`config.mk`:
```
export PLATFORM = sky130hd
export DESIGN_NAME = mmrs_ctrl
export DESIGN_NICKNAME = d
export VERILOG_FILES = /design/src/rtl/mmrs_pkg.sv /design/src/rtl/mmrs_ctrl.sv
export SDC_FILE = /design/constraint.sdc
export NUM_CORES = 1
export LEC_CHECK = 0
export BUFFER_PORTS_ARGS = -buffer_cell sky130_fd_sc_hd__buf_2
export CAP_MARGIN = 15
export CORE_ASPECT_RATIO = 0.5
export CORE_UTILIZATION = 50
export CTS_BUF_LIST = sky130_fd_sc_hd__clkbuf_4
export CTS_CLUSTER_SIZE = 20
export DETAILED_ROUTE_END_ITERATION = 6
export PLACE_DENSITY = 0.69
export SYNTH_ARGS = -nofsm -noshare
export SYNTH_HDL_FRONTEND = slang
export SYNTH_SLANG_ARGS = --single-unit
```
`constraint.sdc`:
```
create_clock -name clk -period 15.65 [get_ports clk]
set_clock_uncertainty 0.1 [all_clocks]
set_input_delay 3.13 -clock clk [delete_from_list [all_inputs] [get_ports clk]]
set_output_delay 3.13 -clock clk [all_outputs]
set_load 0.01 [all_outputs]
```
`src/rtl/mmrs_pkg.sv`:
```
// Shared types and constants for the MIDI running-status merge FIFO.
package mmrs_pkg;

    localparam int MODE_W  = 2;
    localparam int BYTE_W  = 8;
    localparam int LEN_W   = 11;
    localparam int CHAN_W  = 5;
    localparam int CNT_W   = 32;
    localparam int LEVEL_W = 11;

    // Item modes
    localparam logic [MODE_W-1:0] MODE_HEAD = 2'd0;
    localparam logic [MODE_W-1:0] MODE_DATA = 2'd1;
    localparam logic [MODE_W-1:0] MODE_POP  = 2'd2;

    // Status byte classes
    localparam logic [BYTE_W-1:0] STATUS_BIT    = 8'h80;
    localparam logic [BYTE_W-1:0] SYSTEM_BASE   = 8'hF0;
    localparam logic [BYTE_W-1:0] REALTIME_BASE = 8'hF8;
    localparam logic [CHAN_W-1:0] CHANNEL_COUNT = 5'd16;

    // Per-transaction result, minus the popped byte that comes from the RAM
    typedef struct packed {
        logic                 byte_valid;
        logic                 message_dropped;
        logic [LEVEL_W-1:0]   queue_level;
        logic [CNT_W-1:0]     dropped_total;
        logic [CNT_W-1:0]     delivered_total;
    } mmrs_status_t;

endpackage

```
`src/rtl/mmrs_ctrl.sv`:
```
// Merge control: pointers, counts, running status, drop logic and counters.
module mmrs_ctrl #(
    parameter int QUEUE_DEPTH = 1024
) (
    input  logic                             clk,
    input  logic                             rst_n,
    input  logic                             take,
    input  logic [mmrs_pkg::MODE_W-1:0]      mode,
    input  logic [mmrs_pkg::BYTE_W-1:0]      data_byte,
    input  logic [mmrs_pkg::LEN_W-1:0]       msg_length,
    input  logic [mmrs_pkg::CHAN_W-1:0]      force_channel,
    output logic                             ram_we,
    output logic [$clog2(QUEUE_DEPTH)-1:0]   ram_waddr,
    output logic [mmrs_pkg::BYTE_W-1:0]      ram_wdata,
    output logic                             ram_re,
    output logic [$clog2(QUEUE_DEPTH)-1:0]   ram_raddr,
    output mmrs_pkg::mmrs_status_t           status
);
    import mmrs_pkg::*;

    localparam int PW = $clog2(QUEUE_DEPTH);
    localparam int CW = $clog2(QUEUE_DEPTH + 1);
    localparam int SW = ((CW > LEN_W) ? CW : LEN_W) + 1;

    logic [PW-1:0]     rd_ptr_reg, rd_ptr_next;
    logic [PW-1:0]     wr_ptr_reg, wr_ptr_next;
    logic [CW-1:0]     committed_reg, committed_next;
    logic [CW-1:0]     uncommitted_reg, uncommitted_next;
    logic [BYTE_W-1:0] run_status_reg, run_status_next;
    logic [LEN_W-1:0]  remaining_reg, remaining_next;
    logic              discard_reg, discard_next;
    logic [CNT_W-1:0]  dropped_cnt_reg, dropped_cnt_next;
    logic [CNT_W-1:0]  delivered_cnt_reg, delivered_cnt_next;

    logic              msg_open;
    logic [PW-1:0]     unc_ptr;
    logic [PW-1:0]     wr_rewind;
    logic [PW-1:0]     head_wr_ptr;
    logic [BYTE_W-1:0] head_run_status;
    logic              voice;
    logic              chan_ok;
    logic [BYTE_W-1:0] head_status;
    logic              omit;
    logic [LEN_W-1:0]  need;
    logic [SW-1:0]     fit_sum;
    logic              fits;
    logic [LEN_W-1:0]  len_rest;
    logic [CNT_W:0]    drop_sum;
    logic [LEN_W-1:0]  data_rest;
    logic              pop_ok;
    logic              drop_flag;

    function automatic logic [PW-1:0] advance(input logic [PW-1:0] p);
        return (p == PW'(QUEUE_DEPTH - 1)) ? '0 : p + PW'(1);
    endfunction

    // Head decode: abandon an open message, classify and rewrite the status
    always_comb
    begin
        msg_open  = (remaining_reg != '0) || (uncommitted_reg != '0);
        unc_ptr   = PW'(uncommitted_reg);
        if (wr_ptr_reg >= unc_ptr)
        begin
            wr_rewind = wr_ptr_reg - unc_ptr;
        end
        else
        begin
            wr_rewind = PW'(CW'(QUEUE_DEPTH) - CW'(unc_ptr) + CW'(wr_ptr_reg));
        end
        head_wr_ptr     = msg_open ? wr_rewind : wr_ptr_reg;
        head_run_status = msg_open ? '0 : run_status_reg;
        voice   = (data_byte >= STATUS_BIT) && (data_byte < SYSTEM_BASE);
        chan_ok = (force_channel != '0) && (force_channel <= CHANNEL_COUNT);
        if (voice && chan_ok)
        begin
            head_status = {data_byte[7:4], 4'(force_channel - 5'd1)};
        end
        else
        begin
            head_status = data_byte;
        end
        omit     = voice && (head_status == head_run_status) && (msg_length > 11'd1);
        need     = omit ? (msg_length - 11'd1) : msg_length;
        fit_sum  = SW'(committed_reg) + SW'(need);
        fits     = fit_sum <= SW'(QUEUE_DEPTH);
        len_rest = msg_length - 11'd1;
        drop_sum = {1'b0, dropped_cnt_reg} + (CNT_W + 1)'(msg_length);
    end

    // Next state per transaction
    always_comb
    begin
        rd_ptr_next        = rd_ptr_reg;
        wr_ptr_next        = wr_ptr_reg;
        committed_next     = committed_reg;
        uncommitted_next   = uncommitted_reg;
        run_status_next    = run_status_reg;
        remaining_next     = remaining_reg;
        discard_next       = discard_reg;
        dropped_cnt_next   = dropped_cnt_reg;
        delivered_cnt_next = delivered_cnt_reg;
        ram_we             = 1'b0;
        ram_waddr          = wr_ptr_reg;
        ram_wdata          = data_byte;
        ram_re             = 1'b0;
        ram_raddr          = rd_ptr_reg;
        pop_ok             = 1'b0;
        drop_flag          = 1'b0;
        data_rest          = remaining_reg - 11'd1;

        if (take)
        begin
            case (mode)
                MODE_HEAD:
                begin
                    if (msg_length != '0)
                    begin
                        wr_ptr_next      = head_wr_ptr;
                        uncommitted_next = '0;
                        run_status_next  = head_run_status;
                        remaining_next   = len_rest;
                        if (!fits)
                        begin
                            // Drop the whole message, count its bytes
                            drop_flag        = 1'b1;
                            dropped_cnt_next = drop_sum[CNT_W] ? '1 : drop_sum[CNT_W-1:0];
                            discard_next     = len_rest != '0;
                        end
                        else
                        begin
                            discard_next = 1'b0;
                            if (!omit)
                            begin
                                ram_we           = 1'b1;
                                ram_waddr        = head_wr_ptr;
                                ram_wdata        = head_status;
                                wr_ptr_next      = advance(head_wr_ptr);
                                uncommitted_next = CW'(1);
                            end
                            if (voice)
                            begin
                                run_status_next = head_status;
                            end
                            else if (head_status < REALTIME_BASE)
                            begin
                                run_status_next = '0;
                            end
                            // Commit a single-byte message at once
                            if (len_rest == '0)
                            begin
                                committed_next   = committed_reg + uncommitted_next;
                                uncommitted_next = '0;
                            end
                        end
                    end
                end
                MODE_DATA:
                begin
                    if (remaining_reg != '0)
                    begin
                        remaining_next = data_rest;
                        if (discard_reg)
                        begin
                            discard_next = data_rest != '0;
                        end
                        else
                        begin
                            ram_we      = 1'b1;
                            ram_waddr   = wr_ptr_reg;
                            ram_wdata   = data_byte;
                            wr_ptr_next = advance(wr_ptr_reg);
                            if (data_rest == '0)
                            begin
                                committed_next   = committed_reg + uncommitted_reg + CW'(1);
                                uncommitted_next = '0;
                            end
                            else
                            begin
                                uncommitted_next = uncommitted_reg + CW'(1);
                            end
                        end
                    end
                end
                MODE_POP:
                begin
                    if (committed_reg != '0)
                    begin
                        pop_ok         = 1'b1;
                        ram_re         = 1'b1;
                        ram_raddr      = rd_ptr_reg;
                        rd_ptr_next    = advance(rd_ptr_reg);
                        committed_next = committed_reg - CW'(1);
                        if (delivered_cnt_reg != '1)
                        begin
                            delivered_cnt_next = delivered_cnt_reg + CNT_W'(1);
                        end
                    end
                end
                default:
                begin
                    // Unused mode: report status only
                end
            endcase
        end
    end

    // Result fields for the accepted transaction
    always_comb
    begin
        status.byte_valid      = pop_ok;
        status.message_dropped = drop_flag;
        status.queue_level     = LEVEL_W'(committed_next);
        status.dropped_total   = dropped_cnt_next;
        status.delivered_total = delivered_cnt_next;
    end

    // Hold control state
    always_ff @(posedge clk or negedge rst_n)
    begin
        if (!rst_n)
        begin
            rd_ptr_reg        <= '0;
            wr_ptr_reg        <= '0;
            committed_reg     <= '0;
            uncommitted_reg   <= '0;
            run_status_reg    <= '0;
            remaining_reg     <= '0;
            discard_reg       <= 1'b0;
            dropped_cnt_reg   <= '0;
            delivered_cnt_reg <= '0;
        end
        else
        begin
            rd_ptr_reg        <= rd_ptr_next;
            wr_ptr_reg        <= wr_ptr_next;
            committed_reg     <= committed_next;
            uncommitted_reg   <= uncommitted_next;
            run_status_reg    <= run_status_next;
            remaining_reg     <= remaining_next;
            discard_reg       <= discard_next;
            dropped_cnt_reg   <= dropped_cnt_next;
            delivered_cnt_reg <= delivered_cnt_next;
        end
    end

`ifndef SYNTHESIS
    a_no_overfill: assert property (@(posedge clk) disable iff (!rst_n)
        (CW + 1)'(committed_reg) + (CW + 1)'(uncommitted_reg) <= (CW + 1)'(QUEUE_DEPTH))
        else $error("committed plus uncommitted bytes exceed the queue depth");
    a_discard_open: assert property (@(posedge clk) disable iff (!rst_n)
        discard_reg |-> (remaining_reg != '0))
        else $error("discard flag set with no message open");
    a_uncommitted_open: assert property (@(posedge clk) disable iff (!rst_n)
        (uncommitted_reg != '0) |-> (remaining_reg != '0))
        else $error("uncommitted bytes left after the last byte of a message");
    a_pop_grows_delivered: assert property (@(posedge clk) disable iff (!rst_n)
        (ram_re && (delivered_cnt_reg != '1)) |=> (delivered_cnt_reg == $past(delivered_cnt_reg) + CNT_W'(1)))
        else $error("delivered count did not advance on a pop");
`endif

endmodule

```
==> results.ini <==
[outcome]
status=finished clean

[synthesis]
synth_seq_cells=126
synth_cell_types=114
synth_warnings=0
syn-cell-area_um2=10500
ys_seq_area_frac=0.299
yosysTopAreaCell=dfrtp_1
synthCells=1256
ys.flop_type=dfrtp_1
synth.net_count=1348
async_flop_share=1.00
avgSynthCellArea_um2=8.38
synth_area_leaders=dfrtp_1, ha_1, xnor2_1, nand2_1, o21ai_0
synth_edf_count=0
synth_top_area_frac=0.299

[placed_design]
port_buffers=135
gp_congestion=0.949
place_area_um2=11300
hpwl_mm=22.4
placed_cells=1617

[timing]
max_freq_ghz=0.0817
tns_ps=0
relSlewSlack=0.346
finalHoldViolCount=0
worst_pin_slew_ps=978
timing.final.crit_period_ps=12240
period_share=0.782
setup_viol=0
finalMaxSlewViolations=0
grt_setup_unrepaired=no

[worst_hold_path]
worst_hold_path_type=register to register

[floorplanning]
die_y_um=105
start_util=0.511
die_w_um=207
die_area_um2=21700
num_io_pins=136
core_um2=20600
rows=37

[final_layout]
mostFrequentLayoutCells=buf_2, dfrtp_1, nand2_1, nor2_1, o21ai_0
instances_no_fill=1650
layout_commonest_cell=buf_2
fin_nets=1455
stdcell_area_um2=11600
syn_to_final_growth_pct=9.85
drive_gt1_frac=0.172

[worst_setup_path]
crit_chain=buf_2 -> inv_1 -> ha_1 -> nor3b_2 -> xor2_1 -> o21ai_0 -> a21o_1 -> a21oi_1 -> o211a_4 -> xnor2_1 -> ha_1 -> inv_1 -> fa_1 -> nand3b_1 -> a21oi_1 -> o21ai_0 -> a31oi_1 -> o32a_1 -> o21ai_1 -> buf_4 -> nor2_1 -> nand2_1 -> o22a_1 -> buf_2
worstPathMaxFanout=17
worstPathRequired_ps=12420
path_buf_inv=5
critPathMaxStageDelay_ps=750
critical_path.slowest_cell=nor2_1
critical_path_class=primary input to output pin
arrival_ps=9010
cp_top_family=compound AO/OA/AOI/OAI gates
critPathLaunchType=primary input
cp-end-kind=output pin

[cts]
cts_buffer_depth=2
ctsResizeCount=0
htreeDepth=4
root_buffer=clkbuf_4
clkLatencyLatePin_ps=610
cts_buffers=17
cts_hold_buf=0
cts_setup_buffers=0
cts_tree=yes
clkSinkCount=126
cts.reportedPaths.clkPinSlew_ps=120

[route]
drtIter0Drc=768
drc=0
wl_per_cell_um=18.1
route.antenna.remaining_nets=0
first_pass_iters=6
wl_mm=29.8
viasPerCell=6.10
num_vias=10100

[power_and_ir_drop]
ir_drop_uv=84.7
leakage_uw=0.00507
powerDensity_nw_per_um2=129

[global_route]
antenna_found_initial=0
grt_pass1_wl_mm=49.0
grt-ovfl-total=0
grtUsageTotal=0.282
grt_pass1_vias=9491
grt_max_degree=68

[flow_run]
drv_cap=0

[stage by stage]
stage / util / setup slack (ps) / power (uW) / hold WS [ps]
5_1_grt: 0.561 / 2780 / 1600 / 411
6_report: 0.562 / 3410 / 1490 / 391
3_3_place_gp: 0.548 / 3650 / 1220 / 367
4_1_cts: 0.561 / 3460 / 1490 / 387
3_5_place_dp: 0.548 / 3480 / 1240 / 365
2_1_floorplan: - / 4460 / 1030 / 350
[cells by family (layout without fill, tap and decap cells)]
| family | count (synthesis) | after routing | share of synthesized area |
|---|---|---|---|
| AOI/OAI and AO/OA | 330 | 330 | 0.212 |
| muxes | 22 | 22 | 0.0226 |
| adders and majority gates | 63 | 63 | 0.0777 |
| DFF | 126 | 126 | 0.299 |
| buffers and inverters | 104 | 224 | 0.0475 |
| and+or+nand+nor | 521 | 521 | 0.265 |
| xor gates and xnor gates | 90 | 90 | 0.0756 |
| other | 0 | 1 | 0 |
[path summary, 6_finish.rpt]
path                       cells past startpoint                      startpoint                        endpoint  slack, ps
setup / recovery                              24                force_channel[0]                      status[37]       3410
hold / removal                                 1  delivered_cnt_reg[4]$_DFF_PN0_  delivered_cnt_reg[4]$_DFF_PN0_        390
setup reg to reg                              22    remaining_reg[0]$_DFFE_PN0P_    dropped_cnt_reg[5]$_DFF_PN0_       8650
hold reg to reg                                1  delivered_cnt_reg[4]$_DFF_PN0_  delivered_cnt_reg[4]$_DFF_PN0_        390
max in group asynchronous                      2                           rst_n       rd_ptr_reg[8]$_DFFE_PN0P_      11580
min in group asynchronous                      1                           rst_n      committed_reg[6]$_DFF_PN0_       2450
[worst register-to-register path: cells and delay by family (launching register included)]
family,cells,cell delay [ps]
adder cells (fa/ha/maj),3,780
XOR/XNOR,1,180
AND/OR/NAND/NOR,8,3490
AO/OA/AOI/OAI,7,1510
flip-flops,1,470
buffers and inverters,3,340
[report_power, final]
group          switching [uW]  internal, uW  leakage, uW  total, uW
registers                 104           383      0.00164        487
clock network             144          96.4     0.000150        241
logic                     440           322      0.00328        762
total                     688           801      0.00507       1490
[cells in the mapped netlist, types with 7 or more instances]
master / count
nor4_1: 12
o2111ai_1: 7
or4_1: 10
nand4_1: 28
xor2_1: 36
nor3b_1: 10
a31oi_1: 14
xnor2_1: 53
nor3_1: 45
or2_2: 13
and3_1: 20
or3_1: 12
nand2b_1: 13
o22ai_1: 7
dfrtp_1: 126
ha_1: 59
buf_2: 10
nand2_1: 120
inv_1: 50
o31ai_1: 17
mux2i_1: 8
nor2_1: 105
o22a_1: 8
a21o_1: 8
nor2b_1: 18
and2_1: 10
o21a_1: 15
a22o_1: 10
buf_4: 11
clkbuf_1: 23
a21oi_1: 73
nand3_1: 51
o21ai_0: 82
a211oi_1: 16
mux2_2: 11
[layout make-up]
| class | count | area (um^2) |
|---|---|---|
| fill | 1936 | 9030 |
| antenna | 1 | 2.50 |
| timing repair buffer | 141 | 723 |
| multi-input combinational | 1026 | 6880 |
| clock inverter | 14 | 141 |
| tap | 273 | 342 |
| sequential | 126 | 3150 |
| inverter | 51 | 194 |
| clock buffer | 18 | 135 |
[layer usage]
layer,GRT usage,wire [um],part of all wire,vias to the layer above
met1,0.381,13800,0.46,4817
met5,0,0,0,-
met2,0.447,13500,0.45,346
met3,0.0658,2070,0.069,46
met4,0.0880,500,0.017,0
li1,-,-,-,4852
Note: power is estimated with default switching activity, not from simulation.
